===== src/sv/plss_pkg.sv =====
// Shared types, register codes, reset values and the frame store address
// function for the parallel LED strip serializer. No dependencies.
`default_nettype none

package plss_pkg;

  // Defaults for the top level parameters
  localparam int LANES_DEF      = 8;
  localparam int MAX_PIXELS_DEF = 256;

  // Physical output lines and bytes per pixel slot in the store
  localparam int LINE_COUNT = 8;
  localparam int BYTES_MAX  = 4;

  localparam logic [2:0] BIT_LAST = 3'd7;
  localparam logic [2:0] BPP_RGB  = 3'd3;
  localparam logic [2:0] BPP_RGBW = 3'd4;

  // Input item kinds
  localparam logic [1:0] KIND_WRITE = 2'd0;
  localparam logic [1:0] KIND_START = 2'd1;
  localparam logic [1:0] KIND_TICK  = 2'd2;

  // Register indexes
  localparam logic [2:0] REG_LANE_COUNT = 3'd0;
  localparam logic [2:0] REG_LED_COUNT  = 3'd1;
  localparam logic [2:0] REG_RGBW_MODE  = 3'd2;
  localparam logic [2:0] REG_ZERO_HIGH  = 3'd3;
  localparam logic [2:0] REG_ONE_HIGH   = 3'd4;
  localparam logic [2:0] REG_GAP_LOW    = 3'd5;

  // Register reset values
  localparam logic [3:0] RST_LANE_COUNT = 4'd1;
  localparam logic [8:0] RST_LED_COUNT  = 9'd1;
  localparam logic       RST_RGBW_MODE  = 1'b0;
  localparam logic [7:0] RST_ZERO_HIGH  = 8'd15;
  localparam logic [8:0] RST_ONE_HIGH   = 9'd45;
  localparam logic [7:0] RST_GAP_LOW    = 8'd18;

  typedef struct packed {
    logic [3:0] lane_count;
    logic [8:0] led_count;
    logic       rgbw_mode;
    logic [7:0] zero_high_ticks;
    logic [8:0] one_high_ticks;
    logic [7:0] gap_low_ticks;
  } cfg_t;

  // Control handed to the lane byte fetcher
  typedef struct packed {
    logic       inval;
    logic       sending;
    logic [3:0] lanes;
    logic [8:0] leds;
    logic       rgbw;
    logic [8:0] pixel;
    logic [1:0] byte_pos;
  } fetch_ctl_t;

  typedef struct packed {
    logic [7:0] line_levels;
    logic       busy_res;
    logic       frame_done;
    logic       write_rejected;
  } res_t;

  // Strip-major store address: (lane * leds + pixel) * bytes_per_pixel + byte
  function automatic logic [15:0] store_index(input logic [4:0] lane,
                                              input logic [8:0] pixel,
                                              input logic [1:0] byte_sel,
                                              input logic [8:0] leds,
                                              input logic       rgbw);
    logic [13:0] row;
    logic [15:0] base;
    row  = 14'(lane * leds) + 14'(pixel);
    base = rgbw ? {row, 2'b00} : (16'(row) + {1'b0, row, 1'b0});
    return base + 16'(byte_sel);
  endfunction

endpackage

`default_nettype wire


===== src/sv/plss_fetch.sv =====
// Lane byte fetcher: reads the byte of the current pixel/byte position for
// every active strip from the frame store, one lane per cycle. Uses plss_pkg.
`default_nettype none

module plss_fetch #(
  parameter int LINES  = 8,
  parameter int ADDR_W = 13
) (
  input  wire logic                      clk,
  input  wire logic                      rst,
  input  wire plss_pkg::fetch_ctl_t      ctl,
  output logic                           rd_en,
  output logic      [ADDR_W-1:0]         rd_addr,
  input  wire logic [7:0]                rd_data,
  output logic      [LINES-1:0][7:0]     lane_bytes,
  output logic                           ready
);

  localparam int LN_W = (LINES > 1) ? $clog2(LINES) : 1;

  logic [3:0]      cnt;
  logic            pend;
  logic [LN_W-1:0] pend_lane;
  logic            issue;

  assign issue  = ctl.sending && !ctl.inval && !ready && (cnt < ctl.lanes);
  assign rd_en  = issue;
  assign rd_addr = ADDR_W'(plss_pkg::store_index({1'b0, cnt}, ctl.pixel, ctl.byte_pos,
                                                 ctl.leds, ctl.rgbw));

  always_ff @(posedge clk) begin
    if (rst || ctl.inval) begin
      cnt   <= '0;
      pend  <= 1'b0;
      ready <= 1'b0;
    end else begin
      pend <= issue;
      if (issue) begin
        cnt <= cnt + 4'd1;
      end
      // all lanes issued and the last one captured
      if (ctl.sending && !ready && !issue && !pend) begin
        ready <= 1'b1;
      end
    end
  end

  always_ff @(posedge clk) begin
    if (issue) begin
      pend_lane <= cnt[LN_W-1:0];
    end
    if (pend) begin
      lane_bytes[pend_lane] <= rd_data;
    end
  end

endmodule

`default_nettype wire


===== config.mk =====
export PLATFORM = sky130hd
export DESIGN_NAME = plss_fetch
export DESIGN_NICKNAME = d
export VERILOG_FILES = /design/src/sv/plss_pkg.sv /design/src/sv/plss_fetch.sv
export SDC_FILE = /design/constraint.sdc
export NUM_CORES = 1
export LEC_CHECK = 0
export BUFFER_PORTS_ARGS = -buffer_cell sky130_fd_sc_hd__buf_2
export CELL_PAD_IN_SITES_DETAIL_PLACEMENT = 0
export CELL_PAD_IN_SITES_GLOBAL_PLACEMENT = 1
export CORE_ASPECT_RATIO = 1.2
export CORE_MARGIN = 5
export CORE_UTILIZATION = 25
export CTS_BUF_LIST = sky130_fd_sc_hd__clkbuf_4
export DETAILED_ROUTE_END_ITERATION = 7
export PLACE_DENSITY = 0.55
export SKIP_LAST_GASP = 1
export SLEW_MARGIN = 20
export SYNTH_ARGS = -nofsm -noshare
export SYNTH_HDL_FRONTEND = slang
export SYNTH_SLANG_ARGS = --single-unit

===== constraint.sdc =====
create_clock -name clk -period 6.2 [get_ports clk]
set_input_delay 0.62 -clock clk [delete_from_list [all_inputs] [get_ports clk]]
set_output_delay 0.62 -clock clk [all_outputs]
set_load 0.005 [all_outputs]

Word-level counts from Yosys, hierarchy flattened
Cells that the tools add are included.
{"block": "classes", "n_mux": 4, "n_eq_ne": 0, "bitwise_logic": 0, "magnitude_cmp": 3, "n_addsub": 4, "reduce_logical": 12, "n_div": 0, "n_shift": 0, "multipliers": 1}
{"cell": "$bwmux W64", "n": 1}
{"cell": "$demux W8 S3", "n": 1}
{"cell": "$add A13 B13 Y13", "n": 1}
{"cell": "$add A13 B2 Y13", "n": 1}
{"cell": "$add A13 B9 Y13", "n": 1}
{"cell": "$mul A4 B9 Y13", "n": 1}
{"cell": "$mux W13", "n": 1}
{"cell": "$mux W8", "n": 1}
{"cell": "$logic_and A1 B1 Y1", "n": 7}
{"cell": "$add A4 B1 Y4 const B", "n": 1}
{"cell": "$logic_not A1 Y1", "n": 4}
{"cell": "$lt A3 B4 Y1 const B", "n": 1}
{"cell": "$lt A4 B4 Y1", "n": 1}
{"cell": "$ge A3 B1 Y1 const B", "n": 1}
{"cell": "$logic_or A1 B1 Y1", "n": 1}
{"block": "word_totals", "wordCells": 36, "regBits": 73, "rom_bits": 0, "memories": 0, "latchBits": 0, "ramBits": 0}

Depth between registers and ports, before layout
{"block": "logic_depth", "ltp_word": 7, "mapped_depth": 25, "mapped_depth_nobuf": 23}

Worst setup path after synthesis
Ideal clock, no wire load.
{"block": "synth_path", "path_type": "input port to output port", "startpoint": "in ctl[13] in the netlist's numbering", "endpoint": "out rd_addr[12]", "arrival_ns": 5.579, "setup_slack_ns": 0.001, "cell_stages": 22, "path_cell_list": "and2_1 -> fa_1 -> fa_1 -> inv_1 -> fa_1 -> inv_1 -> ha_1 -> o21ai_0 -> nor2_1 -> o21a_1 -> nor2_1 -> xnor2_1 -> ha_1 -> and3_1 -> a2111o_1 -> a21oi_1 -> mux2_2 -> o2111ai_1 -> o21a_1 -> and3_1 -> nand3_1 -> xnor2_1"}
{"block": "synth_via", "elab_chain_cells": 5}
{"item": "start, declared", "line": "plss_fetch.sv:11", "rtl": "input wire plss_pkg::fetch_ctl_t ctl,"}
{"item": "$mul A4 B9 Y13 *", "line": "plss_pkg.sv:75", "rtl": "row = 14'(lane * leds) + 14'(pixel);"}
{"item": "$add A13 B9 Y13 *", "line": "plss_pkg.sv:75"}
{"item": "$add A13 B13 Y13", "line": "plss_pkg.sv:76", "rtl": "base = rgbw ? {row, 2'b00} : (16'(row) + {1'b0, row, 1'b0});"}
{"item": "$mux W13 *", "line": "plss_pkg.sv:76"}
{"item": "$add A13 B2 Y13 *", "line": "plss_pkg.sv:77", "rtl": "return base + 16'(byte_sel);"}
{"item": "end, declared", "line": "plss_fetch.sv:13", "rtl": "output logic [ADDR_W-1:0] rd_addr,"}
Every way passes the cells marked *; elsewhere a longest branch is shown, timed or not.

Final worst setup path
{"block": "layout_path", "startpoint": "reg cnt[1]", "endpoint": "out rd_addr[12]"}
{"block": "layout_via", "elab_chain_cells": 5}
{"item": "start, declared", "line": "plss_fetch.sv:21", "rtl": "logic [3:0] cnt;"}
{"item": "start signal, assigned", "line": "plss_fetch.sv:39", "rtl": "cnt <= cnt + 4'd1;"}
{"item": "$mul A4 B9 Y13 *", "line": "plss_pkg.sv:75"}
{"item": "$add A13 B9 Y13 *", "line": "plss_pkg.sv:75"}
{"item": "$add A13 B13 Y13", "line": "plss_pkg.sv:76"}
{"item": "$mux W13 *", "line": "plss_pkg.sv:76"}
{"item": "$add A13 B2 Y13 *", "line": "plss_pkg.sv:77"}
Marked as above.

==> impl_results.md <==
- Outcome: complete, but fails checks
- Failing checks: negative setup slack
- WP data arrival: 5.61 ns
- Worst-margin pin slew: 0.8459 ns
- Pwr Density: 169.7 nW/µm²
- Antenna violations before repair: 2
- Crit. End Element: output port
- Via/cell ratio: 4.317
- Residual DRC: 0
- First-pass GRT wire length: 19280 µm
- Post-Syn Instances: 435
- Setup violators final: 2
- TritonCTS clock tree: yes
- CTS max path bufs: 2
- Pin count of the biggest net entering global routing: 20
- Final worst-path cycle share: 100.6%
- # IOs: 116
- Routed wire per std cell: 13.34 µm
- Mux contribution to synthesized area: 1.316%
- Leak Pwr: 2.978 nW
- Post-route antenna net violation count: 0
- Unrepaired setup endpoints after global routing: true
- CP max stage cell: fa_1
- Mapped cell area: 4848 µm²
- Max Fclk: 160.4 MHz
- Post-route insts no fill: 892
- Global routing's busiest layer: met2
- Number of flops mapped to enable cells by yosys: 67
- Hold Fails Final Rpt: 0
- Die Y: 162.6 µm
- Starting Density: 25.53%
- Syn Area/Cell: 11.15 µm²
- Routability cong.: 0.7775
- Fin util: 35.74%
- Startpoint types: flop
- Number of global-route vias before repair: 3973
- Met3 usage: 1.761%
- Vias post-DR: 3851
- Skew final: 0.01623 ns
- Fillers: 1963
- Share of cells above drive strength 1: 44.23%
- Die area: 22290 µm²
- Port bufs: 115
- CTS Sinks: 73
- XOR/XNOR share of the synthesized area: 4.155%
- Yosys warns: 0
- Synth Area in Compound Gates: 10.89%
- Synth Area in Adders: 19.72%
- Post-Route WL: 11900 µm
- Min Tclk post-route: 6.235 ns
- Class of the most critical setup path: flop to output port
- Rel. slew slack: 43.40%
- Post-synthesis simple-gate area fraction: 14.89%
- Final Slew Violations: 0
- Max Cap Viol: 0
- GRT Overall Usage: 10.74%
- Worst vdd ir: 0.1140 mV
- Yosys cell types: 54
- Met2 Track Usage GR: 19.90%
- Post-detail-place hpwl: 9738 µm
- Hold Crit Class: primary input to flop
- Root Buffer: clkbuf_4
- Skew-Pair Late Insertion Delay: 0.40 ns
- Post-place setup slack: -0.2417 ns
- Num CTS Buffers: 9
- Cells after DPL: 856
- Synthesized Nets: 534
- Main combinational cell family by area after synthesis: adder cells
- Met1 Usage GRT: 12.67%
- Row cnt: 55
- Post-synth top flop: edfxtp_1
- H-tree depth: 3
- Req. time, crit path: 5.58 ns
- Register bit count reported by yosys: 73
- Worst-path clk slew: 0.12 ns
- CP max FO: 3
- Drt pass-1 iters: 4
- Die width: 137.1 µm
- Synth-to-Final Area Change: 40.00%
- Crit-path max cell delay: 0.55 ns
- CP Buf/Inv Count: 7
- Core area: 18990 µm²
- Cts hold-fix bufs: 0
- Fin nets: 727
- Synth async-reset ratio: 0%
- Seq/Total Area, Yosys: 43.97%
- Gr ovfl total: 0
- Top delay family on crit path: adder cells
- Worst Slack Setup Final: -0.03495 ns
- Iteration-0 DRC Markers: 110
layer usage:
| layer | wire length (µm) | part of all wire [%] |
|---|---|---|
| met1 | 4880 | 41 |
| met2 | 6074 | 51 |
| met3 | 798 | 6.7 |
| met4 | 148 | 1.2 |
| met5 | 0 | 0 |
stage by stage:
| step | hold slack (ns) | cell area (µm²) | total power, mW | setup TNS, ns |
|---|---|---|---|---|
| 2_1_floorplan | 0.4546 | 4848 | 0.6982 | 0 |
| 3_3_place_gp | 0.4861 | 6170 | 0.8086 | -0.4902 |
| 3_5_place_dp | 0.5179 | 6170 | 0.8091 | -0.6045 |
| 4_1_cts | 0.3255 | 6696 | 1.162 | -0.3899 |
| 5_1_grt | 0.3414 | 6785 | 1.220 | -1.204 |
| 6_report | 0.3669 | 6788 | 1.152 | -0.06864 |
worst register-to-register path: cells and delay by family, from the launching register on:
kind            cells  cell delay (ns)
compound gates      2             0.28
xor+xnor            1             0.17
fa+ha+maj           1             0.27
simple gates        4             0.76
flops               1             0.35
buf+inv             1             0.14
what timing repair did:
action | in CTS | in global routing
endpoints found under the setup margin | 5 | 5
setup buffers | 13 | 4
gates resized for setup | 57 | 16
pin swaps | 47 | 21
final timing paths:
path	startpoint	to	slack [ns]	depth (start not counted)
setup / recovery	cnt[1]	rd_addr[12]	-0.03	25
hold / removal	rst	pend	0.37	2
setup reg to reg	cnt[1]	cnt[3]	4.13	9
hold reg to reg	ready	ready	0.53	2
flip-flops by register name (all words and copies together) (netlist names):
signal / count
ready: 1
pend: 1
lane_bytes: 64
cnt: 4
pend_lane: 3
cell families (layout without fill, tap and decap cells):
logic type | Yosys count | in the layout
buf+inv | 64 | 262
mux | 6 | 6
other cells | 0 | 3
xor+xnor | 23 | 23
simple gates | 135 | 135
compound gates | 72 | 72
flops | 73 | 73
fa+ha+maj | 62 | 62
synth_stat cells (all sizes together), types with 5 or more instances:
cell	instances	area [µm²]
edfxtp	67	2012
inv	54	202.7
ha	38	475.5
nor2	33	123.9
and2	30	187.7
nand2	25	96.35
fa	24	480.5
a21oi	15	75.07
o21ai	14	70.07
xor2	12	105.1
xnor2	11	96.34
o21a	10	75.07
clkbuf	8	30.03
nor3	8	40.04
nand2b	7	43.79
dfxtp	6	120.1
nand3	6	30.03
o211ai	6	50.05
a21o	5	37.54
cell type report:
cell class	instances	area, µm²	area share (%)
diodes	3	7.507	0.1106
clock buffers	9	67.56	0.9954
clock inverters	7	95.09	1.401
inverters	54	202.7	2.986
multi-input cells	298	2765	40.74
flip-flops and latches	73	2141	31.54
well taps	256	320.3	4.719
repair buffers	192	1189	17.51
where the power goes:
group	switching (mW)	internal, mW
Combinational	0.138	0.152
Sequential	0.00182	0.538
Clock	0.159	0.163
Total	0.298	0.853
cell usage in the layout (no fill, tap or decap), types with 4 or more instances in the layout:
cell type and instances:
a21o_1 5, a21oi_1 10, a21oi_2 4, and2_1 21
and2_4 9, buf_2 115, buf_4 70, buf_6 6
clkbuf_4 9, edfxtp_1 67, fa_1 24, ha_1 27
ha_4 9, inv_1 49, inv_2 5, nand2_1 20
nand2_2 4, nand2b_1 7, nand3_1 6, nor2_1 28
nor2_2 5, nor3_1 6, o211ai_1 5, o21a_1 10
o21ai_0 10, o21bai_1 4, xnor2_1 9, xor2_1 12
Note: power is estimated with default switching activity, not from simulation.
